`src/design/rre_pkg.sv`:
```
`default_nettype none
// ----------------------------------------------------------------------------
// rre_pkg
// Shared types, constants and microcode codes of the rate ratio estimator.
// ----------------------------------------------------------------------------
package rre_pkg;

  localparam int RATIO_FRAC_BITS_DEF = 24;
  localparam int SPEED_FRAC_BITS_DEF = 16;

  localparam int FRAMES_W = 16;
  localparam int SPEED_W  = 17;
  localparam int RATIO_W  = 32;
  localparam int TIME_W   = 32;
  localparam int KIND_W   = 2;
  localparam int PROD_W   = SPEED_W + RATIO_W;
  localparam int NUM_W    = FRAMES_W + TIME_W;
  localparam int DIV_BITS = RATIO_W;
  localparam int CNT_W    = $clog2(DIV_BITS);
  localparam int ADDR_W   = 4;
  localparam int PC_W     = 4;

  localparam logic [KIND_W-1:0] KIND_IN_BLOCK  = 2'd0;
  localparam logic [KIND_W-1:0] KIND_OUT_BLOCK = 2'd1;
  localparam logic [KIND_W-1:0] KIND_TICK      = 2'd2;
  localparam logic [KIND_W-1:0] KIND_RESTART   = 2'd3;

  localparam logic [1:0] REG_IN_FRAMES     = 2'd0;
  localparam logic [1:0] REG_OUT_FRAMES    = 2'd1;
  localparam logic [1:0] REG_SPEED         = 2'd2;
  localparam logic [1:0] REG_RESTART_RATIO = 2'd3;

  localparam logic [FRAMES_W-1:0] FRAMES_RST = 16'd256;
  localparam logic [SPEED_W-1:0]  SPEED_RST  = 17'd655;

  localparam logic [PC_W-1:0] PC_EVENT    = 4'd0;
  localparam logic [PC_W-1:0] PC_MUL_NUM  = 4'd1;
  localparam logic [PC_W-1:0] PC_MUL_DEN  = 4'd2;
  localparam logic [PC_W-1:0] PC_DIV_INIT = 4'd3;
  localparam logic [PC_W-1:0] PC_DIV_STEP = 4'd4;
  localparam logic [PC_W-1:0] PC_DIFF     = 4'd5;
  localparam logic [PC_W-1:0] PC_MUL_STEP = 4'd6;
  localparam logic [PC_W-1:0] PC_APPLY    = 4'd7;
  localparam logic [PC_W-1:0] PC_FIN      = 4'd8;

  typedef enum logic [3:0] {
    OP_NOP      = 4'd0,
    OP_EVENT    = 4'd1,
    OP_MUL_NUM  = 4'd2,
    OP_MUL_DEN  = 4'd3,
    OP_DIV_INIT = 4'd4,
    OP_DIV_STEP = 4'd5,
    OP_DIFF     = 4'd6,
    OP_MUL_STEP = 4'd7,
    OP_APPLY    = 4'd8
  } op_t;

  typedef enum logic [1:0] {
    COND_NEXT      = 2'd0,
    COND_NO_UPDATE = 2'd1,
    COND_SAT       = 2'd2,
    COND_DIV_MORE  = 2'd3
  } cond_t;

  typedef struct packed {
    op_t             op;
    cond_t           cond;
    logic [PC_W-1:0] target;
    logic            fin;
  } uword_t;

  typedef struct packed {
    logic no_update;
    logic sat;
    logic div_more;
  } dp_status_t;

  typedef struct packed {
    op_t  op;
    logic done;
    logic busy;
  } seq_ctrl_t;

  typedef struct packed {
    logic [FRAMES_W-1:0] in_frames;
    logic [FRAMES_W-1:0] out_frames;
    logic [SPEED_W-1:0]  speed;
    logic [RATIO_W-1:0]  restart_ratio;
  } cfg_t;

endpackage
`default_nettype wire

```
`src/design/rre_seq.sv`:
```
`default_nettype none
// ----------------------------------------------------------------------------
// rre_seq
// Microcode sequencer: program table, step counter and conditional jumps.
// ----------------------------------------------------------------------------
module rre_seq (
  input  wire logic                clk,
  input  wire logic                rst_n,
  input  wire logic                start,
  input  wire logic                out_free,
  input  wire rre_pkg::dp_status_t status,
  output rre_pkg::seq_ctrl_t       ctrl
);

  function automatic rre_pkg::uword_t rom(input logic [rre_pkg::PC_W-1:0] pc);
    rre_pkg::uword_t w;
    w = '{op: rre_pkg::OP_NOP, cond: rre_pkg::COND_NEXT,
          target: rre_pkg::PC_FIN, fin: 1'b1};
    case (pc)
      rre_pkg::PC_EVENT: begin
        w = '{rre_pkg::OP_EVENT, rre_pkg::COND_NO_UPDATE, rre_pkg::PC_FIN, 1'b0};
      end
      rre_pkg::PC_MUL_NUM: begin
        w = '{rre_pkg::OP_MUL_NUM, rre_pkg::COND_NEXT, rre_pkg::PC_FIN, 1'b0};
      end
      rre_pkg::PC_MUL_DEN: begin
        w = '{rre_pkg::OP_MUL_DEN, rre_pkg::COND_NEXT, rre_pkg::PC_FIN, 1'b0};
      end
      rre_pkg::PC_DIV_INIT: begin
        w = '{rre_pkg::OP_DIV_INIT, rre_pkg::COND_SAT, rre_pkg::PC_DIFF, 1'b0};
      end
      rre_pkg::PC_DIV_STEP: begin
        w = '{rre_pkg::OP_DIV_STEP, rre_pkg::COND_DIV_MORE, rre_pkg::PC_DIV_STEP, 1'b0};
      end
      rre_pkg::PC_DIFF: begin
        w = '{rre_pkg::OP_DIFF, rre_pkg::COND_NEXT, rre_pkg::PC_FIN, 1'b0};
      end
      rre_pkg::PC_MUL_STEP: begin
        w = '{rre_pkg::OP_MUL_STEP, rre_pkg::COND_NEXT, rre_pkg::PC_FIN, 1'b0};
      end
      rre_pkg::PC_APPLY: begin
        w = '{rre_pkg::OP_APPLY, rre_pkg::COND_NEXT, rre_pkg::PC_FIN, 1'b0};
      end
      default: begin
        w = '{rre_pkg::OP_NOP, rre_pkg::COND_NEXT, rre_pkg::PC_FIN, 1'b1};
      end
    endcase
    return w;
  endfunction

  logic [rre_pkg::PC_W-1:0] pc_r, pc_nxt;
  logic                     busy_r, busy_nxt;
  rre_pkg::uword_t          word;
  logic                     jump;
  logic                     done;

  assign word = rom(pc_r);

  always_comb begin
    unique case (word.cond)
      rre_pkg::COND_NEXT:      jump = 1'b0;
      rre_pkg::COND_NO_UPDATE: jump = status.no_update;
      rre_pkg::COND_SAT:       jump = status.sat;
      rre_pkg::COND_DIV_MORE:  jump = status.div_more;
      default:                 jump = 1'b0;
    endcase
  end

  assign done = busy_r && word.fin && out_free;

  always_comb begin
    pc_nxt   = pc_r;
    busy_nxt = busy_r;
    if (!busy_r) begin
      if (start) begin
        busy_nxt = 1'b1;
        pc_nxt   = rre_pkg::PC_EVENT;
      end
    end else if (word.fin) begin
      if (out_free) begin
        busy_nxt = 1'b0;
      end
    end else if (jump) begin
      pc_nxt = word.target;
    end else begin
      pc_nxt = pc_r + 1'b1;
    end
  end

  always_ff @(posedge clk) begin
    if (!rst_n) begin
      pc_r   <= rre_pkg::PC_EVENT;
      busy_r <= 1'b0;
    end else begin
      pc_r   <= pc_nxt;
      busy_r <= busy_nxt;
    end
  end

  assign ctrl.op   = busy_r ? word.op : rre_pkg::OP_NOP;
  assign ctrl.done = done;
  assign ctrl.busy = busy_r;

endmodule
`default_nettype wire

```
`src/design/rre_datapath.sv`:
```
`default_nettype none
// ----------------------------------------------------------------------------
// rre_datapath
// Timing state, shared multiplier, bit-serial divider and ratio blend.
// ----------------------------------------------------------------------------
module rre_datapath #(
  parameter int RATIO_FRAC_BITS = rre_pkg::RATIO_FRAC_BITS_DEF,
  parameter int SPEED_FRAC_BITS = rre_pkg::SPEED_FRAC_BITS_DEF
) (
  input  wire logic                        clk,
  input  wire logic                        rst_n,
  input  wire logic                        load,
  input  wire logic [rre_pkg::KIND_W-1:0]  kind,
  input  wire logic [rre_pkg::TIME_W-1:0]  time_us,
  input  wire rre_pkg::cfg_t               cfg,
  input  wire rre_pkg::op_t                op,
  output rre_pkg::dp_status_t              status,
  output logic [rre_pkg::RATIO_W-1:0]      ratio,
  output logic                             rates_known
);

  localparam int SH   = rre_pkg::RATIO_W - RATIO_FRAC_BITS;
  localparam int CMPW = rre_pkg::NUM_W + SH;
  localparam int AW   = (SPEED_FRAC_BITS + 1 > rre_pkg::SPEED_W) ?
                        SPEED_FRAC_BITS + 1 : rre_pkg::SPEED_W;
  localparam logic [AW-1:0] SPEED_ONE = AW'(1) << SPEED_FRAC_BITS;
  localparam logic [rre_pkg::RATIO_W-1:0] RATIO_ONE =
    rre_pkg::RATIO_W'(1) << RATIO_FRAC_BITS;

  logic [rre_pkg::KIND_W-1:0]  kind_r;
  logic [rre_pkg::TIME_W-1:0]  time_r;
  logic [rre_pkg::TIME_W-1:0]  in_last_r, out_last_r;
  logic                        in_tv_r, out_tv_r;
  logic [rre_pkg::TIME_W-1:0]  in_period_r, out_period_r;
  logic [rre_pkg::RATIO_W-1:0] ratio_r;

  logic [rre_pkg::NUM_W-1:0]   num_r, den_r, rem_r;
  logic [rre_pkg::RATIO_W-1:0] low_r, q_r, diff_r;
  logic [rre_pkg::CNT_W-1:0]   cnt_r;
  logic                        up_r;
  logic [rre_pkg::PROD_W-1:0]  step_r;

  logic [rre_pkg::SPEED_W-1:0] mul_a, a_sat;
  logic [rre_pkg::RATIO_W-1:0] mul_b;
  logic [rre_pkg::PROD_W-1:0]  prod;
  logic [rre_pkg::NUM_W:0]     trial;
  logic                        trial_ge;
  logic [rre_pkg::TIME_W-1:0]  in_d, out_d;
  logic [rre_pkg::RATIO_W-1:0] step_val;
  logic                        known;

  assign a_sat = (AW'(cfg.speed) > SPEED_ONE) ? SPEED_ONE[rre_pkg::SPEED_W-1:0] : cfg.speed;

  always_comb begin
    unique case (op)
      rre_pkg::OP_MUL_NUM: begin
        mul_a = {1'b0, cfg.out_frames};
        mul_b = in_period_r;
      end
      rre_pkg::OP_MUL_DEN: begin
        mul_a = {1'b0, cfg.in_frames};
        mul_b = out_period_r;
      end
      default: begin
        mul_a = a_sat;
        mul_b = diff_r;
      end
    endcase
  end

  assign prod     = rre_pkg::PROD_W'(mul_a) * rre_pkg::PROD_W'(mul_b);
  assign trial    = {rem_r, low_r[rre_pkg::RATIO_W-1]};
  assign trial_ge = trial >= {1'b0, den_r};
  assign in_d     = time_r - in_last_r;
  assign out_d    = time_r - out_last_r;
  assign step_val = rre_pkg::RATIO_W'(step_r >> SPEED_FRAC_BITS);
  assign known    = (in_period_r != '0) && (out_period_r != '0);

  assign status.no_update = (kind_r != rre_pkg::KIND_TICK) || !known;
  assign status.sat       = (den_r == '0) ||
                            (CMPW'(num_r) >= (CMPW'(den_r) << SH));
  assign status.div_more  = cnt_r != '0;

  always_ff @(posedge clk) begin
    if (load) begin
      kind_r <= kind;
      time_r <= time_us;
    end
    unique case (op)
      rre_pkg::OP_MUL_NUM:  num_r  <= prod[rre_pkg::NUM_W-1:0];
      rre_pkg::OP_MUL_DEN:  den_r  <= prod[rre_pkg::NUM_W-1:0];
      rre_pkg::OP_DIV_INIT: begin
        rem_r <= num_r >> SH;
        low_r <= num_r[rre_pkg::RATIO_W-1:0] << RATIO_FRAC_BITS;
        cnt_r <= rre_pkg::CNT_W'(rre_pkg::DIV_BITS - 1);
        q_r   <= '1;
      end
      rre_pkg::OP_DIV_STEP: begin
        rem_r <= trial_ge ? rre_pkg::NUM_W'(trial - {1'b0, den_r})
                          : trial[rre_pkg::NUM_W-1:0];
        low_r <= low_r << 1;
        q_r   <= {q_r[rre_pkg::RATIO_W-2:0], trial_ge};
        cnt_r <= cnt_r - 1'b1;
      end
      rre_pkg::OP_DIFF: begin
        up_r   <= q_r >= ratio_r;
        diff_r <= (q_r >= ratio_r) ? q_r - ratio_r : ratio_r - q_r;
      end
      rre_pkg::OP_MUL_STEP: step_r <= prod;
      default: ;
    endcase
  end

  always_ff @(posedge clk) begin
    if (!rst_n) begin
      in_last_r    <= '0;
      out_last_r   <= '0;
      in_tv_r      <= 1'b0;
      out_tv_r     <= 1'b0;
      in_period_r  <= '0;
      out_period_r <= '0;
      ratio_r      <= RATIO_ONE;
    end else begin
      unique case (op)
        rre_pkg::OP_EVENT: begin
          unique case (kind_r)
            rre_pkg::KIND_IN_BLOCK: begin
              if (in_tv_r && in_d != '0) begin
                in_period_r <= in_d;
              end
              in_last_r <= time_r;
              in_tv_r   <= 1'b1;
            end
            rre_pkg::KIND_OUT_BLOCK: begin
              if (out_tv_r && out_d != '0) begin
                out_period_r <= out_d;
              end
              out_last_r <= time_r;
              out_tv_r   <= 1'b1;
            end
            rre_pkg::KIND_RESTART: begin
              in_last_r    <= '0;
              out_last_r   <= '0;
              in_tv_r      <= 1'b0;
              out_tv_r     <= 1'b0;
              in_period_r  <= '0;
              out_period_r <= '0;
              ratio_r      <= cfg.restart_ratio;
            end
            default: ;
          endcase
        end
        rre_pkg::OP_APPLY: begin
          ratio_r <= up_r ? ratio_r + step_val : ratio_r - step_val;
        end
        default: ;
      endcase
    end
  end

  assign ratio       = ratio_r;
  assign rates_known = known;

endmodule
`default_nettype wire

```
`src/design/rate_ratio_estimator.sv`:
```
`default_nettype none
// ----------------------------------------------------------------------------
// rate_ratio_estimator
// Tracks the output/input sample rate ratio of an asynchronous rate
// converter from block arrival timestamps, blended with an adaption speed.
//
//   Channel  Direction  Handshake            Payload
//   in_      request    in_valid, in_stall   in_kind, in_time_us
//   out_     result     out_valid, out_stall out_ratio, out_rates_known
//   cfg      APB r/w    psel, penable, pready paddr, pwdata, prdata
//
// A block event, restart or idle tick runs two microcode steps; an update
// tick runs 40 steps, 32 of them in the one-bit-per-step divider, and
// 8 steps when the target saturates and the divider is skipped.
// A new request is taken the cycle after the previous result is registered.
// A stalled result holds the sequencer in its final step.
// Reset is synchronous and active low and restores the register defaults.
// ----------------------------------------------------------------------------
module rate_ratio_estimator #(
  parameter int RATIO_FRAC_BITS = rre_pkg::RATIO_FRAC_BITS_DEF,
  parameter int SPEED_FRAC_BITS = rre_pkg::SPEED_FRAC_BITS_DEF
) (
  input  wire logic                        clk,
  input  wire logic                        rst_n,
  input  wire logic                        in_valid,
  output logic                             in_stall,
  input  wire logic [rre_pkg::KIND_W-1:0]  in_kind,
  input  wire logic [rre_pkg::TIME_W-1:0]  in_time_us,
  output logic                             out_valid,
  input  wire logic                        out_stall,
  output logic [rre_pkg::RATIO_W-1:0]      out_ratio,
  output logic                             out_rates_known,
  input  wire logic                        psel,
  input  wire logic                        penable,
  input  wire logic                        pwrite,
  input  wire logic [rre_pkg::ADDR_W-1:0]  paddr,
  input  wire logic [31:0]                 pwdata,
  output logic [31:0]                      prdata,
  output logic                             pready
);

  localparam logic [rre_pkg::RATIO_W-1:0] RATIO_ONE =
    rre_pkg::RATIO_W'(1) << RATIO_FRAC_BITS;

  rre_pkg::cfg_t       cfg_r;
  rre_pkg::seq_ctrl_t  ctrl;
  rre_pkg::dp_status_t status;
  logic                out_valid_r;
  logic [rre_pkg::RATIO_W-1:0] out_ratio_r;
  logic                out_known_r;
  logic [rre_pkg::RATIO_W-1:0] ratio;
  logic                rates_known;
  logic                accept;
  logic                out_free;
  logic                wr_en;
  logic [1:0]          reg_idx;

  assign pready   = 1'b1;
  assign wr_en    = psel && penable && pwrite && pready;
  assign reg_idx  = paddr[3:2];
  assign in_stall = ctrl.busy;
  assign accept   = in_valid && !in_stall;
  assign out_free = !out_valid_r || !out_stall;

  always_ff @(posedge clk) begin
    if (!rst_n) begin
      cfg_r.in_frames     <= rre_pkg::FRAMES_RST;
      cfg_r.out_frames    <= rre_pkg::FRAMES_RST;
      cfg_r.speed         <= rre_pkg::SPEED_RST;
      cfg_r.restart_ratio <= RATIO_ONE;
    end else if (wr_en) begin
      unique case (reg_idx)
        rre_pkg::REG_IN_FRAMES:  cfg_r.in_frames  <= pwdata[rre_pkg::FRAMES_W-1:0];
        rre_pkg::REG_OUT_FRAMES: cfg_r.out_frames <= pwdata[rre_pkg::FRAMES_W-1:0];
        rre_pkg::REG_SPEED:      cfg_r.speed      <= pwdata[rre_pkg::SPEED_W-1:0];
        rre_pkg::REG_RESTART_RATIO: cfg_r.restart_ratio <= pwdata;
        default: ;
      endcase
    end
  end

  always_comb begin
    unique case (reg_idx)
      rre_pkg::REG_IN_FRAMES:     prdata = 32'(cfg_r.in_frames);
      rre_pkg::REG_OUT_FRAMES:    prdata = 32'(cfg_r.out_frames);
      rre_pkg::REG_SPEED:         prdata = 32'(cfg_r.speed);
      rre_pkg::REG_RESTART_RATIO: prdata = cfg_r.restart_ratio;
      default:                    prdata = '0;
    endcase
  end

  rre_seq u_seq (
    .clk      (clk),
    .rst_n    (rst_n),
    .start    (accept),
    .out_free (out_free),
    .status   (status),
    .ctrl     (ctrl)
  );

  rre_datapath #(
    .RATIO_FRAC_BITS (RATIO_FRAC_BITS),
    .SPEED_FRAC_BITS (SPEED_FRAC_BITS)
  ) u_dp (
    .clk         (clk),
    .rst_n       (rst_n),
    .load        (accept),
    .kind        (in_kind),
    .time_us     (in_time_us),
    .cfg         (cfg_r),
    .op          (ctrl.op),
    .status      (status),
    .ratio       (ratio),
    .rates_known (rates_known)
  );

  always_ff @(posedge clk) begin
    if (!rst_n) begin
      out_valid_r <= 1'b0;
    end else if (ctrl.done) begin
      out_valid_r <= 1'b1;
    end else if (!out_stall) begin
      out_valid_r <= 1'b0;
    end
  end

  always_ff @(posedge clk) begin
    if (ctrl.done) begin
      out_ratio_r <= ratio;
      out_known_r <= rates_known;
    end
  end

  assign out_valid       = out_valid_r;
  assign out_ratio       = out_ratio_r;
  assign out_rates_known = out_known_r;

`ifndef ASSERT_OFF
  a_busy_after_accept: assert property (@(posedge clk) disable iff (!rst_n)
    accept |=> ctrl.busy)
    else $error("Sequencer did not start on an accepted request.");

  a_no_phantom_result: assert property (@(posedge clk) disable iff (!rst_n)
    (out_valid_r && !out_stall && !ctrl.busy) |=> !out_valid_r)
    else $error("Result appeared without a request in progress.");

  a_done_needs_slot: assert property (@(posedge clk) disable iff (!rst_n)
    ctrl.done |-> out_free)
    else $error("Result written over an undelivered result.");
`endif

endmodule
`default_nettype wire

```
`config.mk`:
```
export PLATFORM = sky130hd
export DESIGN_NAME = rate_ratio_estimator
export DESIGN_NICKNAME = d
export VERILOG_FILES = /design/src/design/rre_pkg.sv /design/src/design/rre_seq.sv /design/src/design/rre_datapath.sv /design/src/design/rate_ratio_estimator.sv
export SDC_FILE = /design/constraint.sdc
export NUM_CORES = 2
export LEC_CHECK = 0
export BUFFER_PORTS_ARGS = -buffer_cell sky130_fd_sc_hd__buf_2
export CAP_MARGIN = 20
export CORE_MARGIN = 2
export CORE_UTILIZATION = 45
export DETAILED_ROUTE_END_ITERATION = 12
export PLACE_DENSITY = 0.62
export SKIP_CTS_REPAIR_TIMING = 1
export SYNTH_ARGS = -nofsm -noshare
export SYNTH_HDL_FRONTEND = slang
export SYNTH_HIERARCHICAL = 1
export SYNTH_SLANG_ARGS = --single-unit
```
`constraint.sdc`:
```
create_clock -name clk -period 12.1 [get_ports clk]
set_input_delay 2.42 -clock clk [delete_from_list [all_inputs] [get_ports clk]]
set_output_delay 2.42 -clock clk [all_outputs]
set_load 0.005 [all_outputs]
```
==> flow_summary_export.csv <==
group,metric,value,unit
outcome,status,"complete, no violations",
placement,routabilityCongestion,0.949,
clock_network,clock_latency,0.66,ns
logic_synthesis,avgSynthCellArea,8.93,um2
grt,grt-ovfl-total,0,
routing,routed_wirelength,164000,um
layout,layout_common_cells,"inv_1, nand2_1, fa_1, nor2_1, ha_1",
grt,grt_pass1_vias,42700,
routing,routedWlPerCell,21.8,um
floorplan,dieArea,120000,um2
grt,antenna_found_initial,1,
sta,worstMarginPinSlew,1.23,ns
critical_path,worstSetupStartpoint,"u_seq/busy_r$_SDFF_PN0_",
floorplan,die_h,347,um
critical_path,reg2reg_depth,30,
critical_path,end_kind,"flop",
critical_path,endpoint,"u_dp/step_r[45]$_DFFE_PN_",
floorplan,io-pin-count,145,
clock_network,cts-root-buf,"clkbuf_16",
logic_synthesis,netlist_area,52800,um2
sta,max_freq,94.0,MHz
critical_path,rr_startpoint,"u_seq/busy_r$_SDFF_PN0_",
sta,slew_headroom,0.176,
logic_synthesis,synthCells,5913,
critical_path,cp_max_fo,40,
routing,drtAntennaViolNets,0,
routing,dr.first_iter.drc_count,4084,
clock_network,clk_pin_slew_worst_paths,0.05,ns
routing,dr_total_vias,43200,
flow_run,drv_cap,0,
critical_path,r2r-end,"u_dp/step_r[45]$_DFFE_PN_",
layout,fin_nets,6863,
logic_synthesis,synth_ff_type,"edfxtp_1",
sta,whs,0.453,ns
floorplan,rows,125,
placement,port_buffers,141,
logic_synthesis,synth_nets,6818,
sta,slew_violations,0,
clock_network,htree_levels,3,
critical_path,crit_type,"reg -> reg",
sta,setup_viol,0,
routing,viasPerCell,5.73,
critical_path,worstSetupStartpointType,"flop",
critical_path,critical-path-max-stage-delay,0.64,ns
grt,grt_max_degree,92,
clock_network,cts_made_buffers,70,
layout,mostFrequentLayoutCell,"inv_1",
clock_network,cts_sinks,578,
floorplan,fp.dieW,347,um
pwr,power_per_cell_area,111,nW/um2
layout,area_delta_synth_final,8.86,%
floorplan,core,116000,um2
critical_path,cp_common_cell,"fa_1",
min_path,hold_path.class,"reg -> reg",
routing,drt-pass1-iter-count,6,
placement,dp_cells,7408,
sta,hold_viol,0,
sta,grt_setup_unrepaired,"no",
logic_synthesis,yosys_warnings,6,
critical_path,crit_required,12.47,ns
sta,setup-tns-final,0,ns
logic_synthesis,ys_ff_latch,578,
critical_path,arrival,11.01,ns
sta,finClkSkew,0.0555,ns
placement,dpl.hpwl,129000,um
clock_network,cts_tree,"done",
grt,grtUsageTotal,0.271,
routing,drc,0,
clock_network,clockBufferDepth,3,
logic_synthesis,synthArstFlopShare,0,
critical_path,cp_slowest_cell,"or4b_2",
grt,grt_pass1_wl,253000,um
logic_synthesis,synth.distinct_cells,99,
layout,fin_cells,7539,
layout,drive_gt1_frac,0.0739,
critical_path,r2r_slack,1.46,ns
sta,finalCritPeriodShare,0.880,
pwr,leakage,25.7,nW
logic_synthesis,synth-edff-count,321,
pwr,ir_drop,124,uV
sta,post-route-min-period,10.64,ns
floorplan,start_util,0.454,
logic_synthesis,synth-seq-area-share,0.280,
worst max-delay path: cells and delay by family (launching register included):
kind                       cells  cell delay (ns)
and+or+nand+nor                7             2.92
DFF                            1             0.49
AOI/OAI and AO/OA             10             2.51
adders and majority gates      7             3.33
xor gates and xnor gates       1             0.29
buffers and inverters          5             0.79
metrics by stage:
stage	power, W	util	worst slack [ns]	area, um2
after floorplan	0.00337	-	2.11	52800
after CTS	0.00641	0.494	1.61	57500
after global routing	0.00664	0.494	0.891	57500
final	0.00640	0.494	1.46	57500
after global placement	0.00425	0.474	1.78	55100
after detailed placement	0.00429	0.474	1.64	55200
how the worst min path moves through the flow:
stage / startpoint / slack [ns] / end / cells past startpoint
2_1_floorplan: u_dp/in_period_r[20]$_SDFFE_PN0P_ / 0.44 / u_dp/in_period_r[20]$_SDFFE_PN0P_ / 2
3_3_place_gp: u_dp/in_last_r[20]$_SDFFE_PN0P_ / 0.44 / u_dp/in_last_r[20]$_SDFFE_PN0P_ / 2
3_5_place_dp: u_dp/in_last_r[7]$_SDFFE_PN0P_ / 0.45 / u_dp/in_last_r[7]$_SDFFE_PN0P_ / 2
4_1_cts: u_dp/in_last_r[7]$_SDFFE_PN0P_ / 0.45 / u_dp/in_last_r[7]$_SDFFE_PN0P_ / 2
5_1_grt: u_dp/in_last_r[6]$_SDFFE_PN0P_ / 0.47 / u_dp/in_last_r[6]$_SDFFE_PN0P_ / 2
6_report: u_dp/in_last_r[6]$_SDFFE_PN0P_ / 0.45 / u_dp/in_last_r[6]$_SDFFE_PN0P_ / 2
logic make-up (layout without fill, tap and decap cells):
family | after synthesis | count (layout) | share of synthesized area
multiplexers | 198 | 198 | 0.0418
flip-flops | 578 | 578 | 0.280
adder cells (fa/ha/maj) | 828 | 828 | 0.261
other | 1 | 4 | 0.0000710
buffers and inverters | 1083 | 1182 | 0.0794
AO/OA/AOI/OAI | 1157 | 1157 | 0.143
XOR/XNOR | 214 | 214 | 0.0355
AND/OR/NAND/NOR | 1854 | 1854 | 0.159
routing by layer:
metal / routed length [um] / vias up / part of all wire / GRT usage
li1: - / 20000 / - / -
met1: 70700 / 21300 / 0.43 / 0.368
met2: 73700 / 1629 / 0.45 / 0.434
met3: 12300 / 317 / 0.075 / 0.0409
met4: 7630 / 0 / 0.046 / 0.112
met5: 0 / - / 0 / 0
flip-flops by register name, summed over array words and instances, names as in the netlist, 2 cells and up, named ones only:
| name | flops |
|---|---|
| u_dp/cnt_r | 5 |
| u_dp/out_last_r | 32 |
| u_dp/low_r | 8 |
| u_seq/pc_r | 4 |
| u_dp/ratio | 32 |
| out_ratio | 32 |
| u_dp/diff_r | 32 |
| u_dp/kind_r | 2 |
| u_dp/in_last_r | 32 |
| u_dp/step_r | 32 |
| u_dp/num_r | 48 |
| u_dp/out_period_r | 32 |
| u_dp/in_period_r | 32 |
| u_dp/rem_r | 48 |
| u_dp/time_r | 32 |
| u_dp/den_r | 48 |
| cfg_r | 81 |
| u_dp/q_r | 32 |
Yosys cell counts, types with 131 or more instances:
cell type,instances,share of area
edfxtp_1,321,0.18
nand2_1,820,0.058
a21o_1,149,0.021
a21oi_1,361,0.034
mux2i_1,169,0.032
ha_1,374,0.089
nor2_1,424,0.030
fa_1,454,0.17
clkbuf_1,205,0.015
xnor2_1,131,0.022
dfxtp_1,257,0.097
inv_1,820,0.058
o21ai_0,201,0.019
report_power, final:
part,leakage (nW),internal [W],total (W),switching [W]
registers,5.08,0.00224,0.00226,0.0000216
clock network,1.11,0.00124,0.00211,0.000870
logic,19.5,0.000640,0.00203,0.00139
total,25.7,0.00412,0.00640,0.00228
area by class of cell:
class	instances	area [um2]
Timing Repair Buffer	235	1440
Sequential cell	578	14800
Fill cell	11200	58900
Clock buffer	93	1940
Antenna cell	3	7.51
Clock inverter	33	347
Inverter	821	3080
Tap cell	1524	1910
Multi-Input combinational cell	4252	34000
No activity file was read; power rests on OpenSTA's default activity.
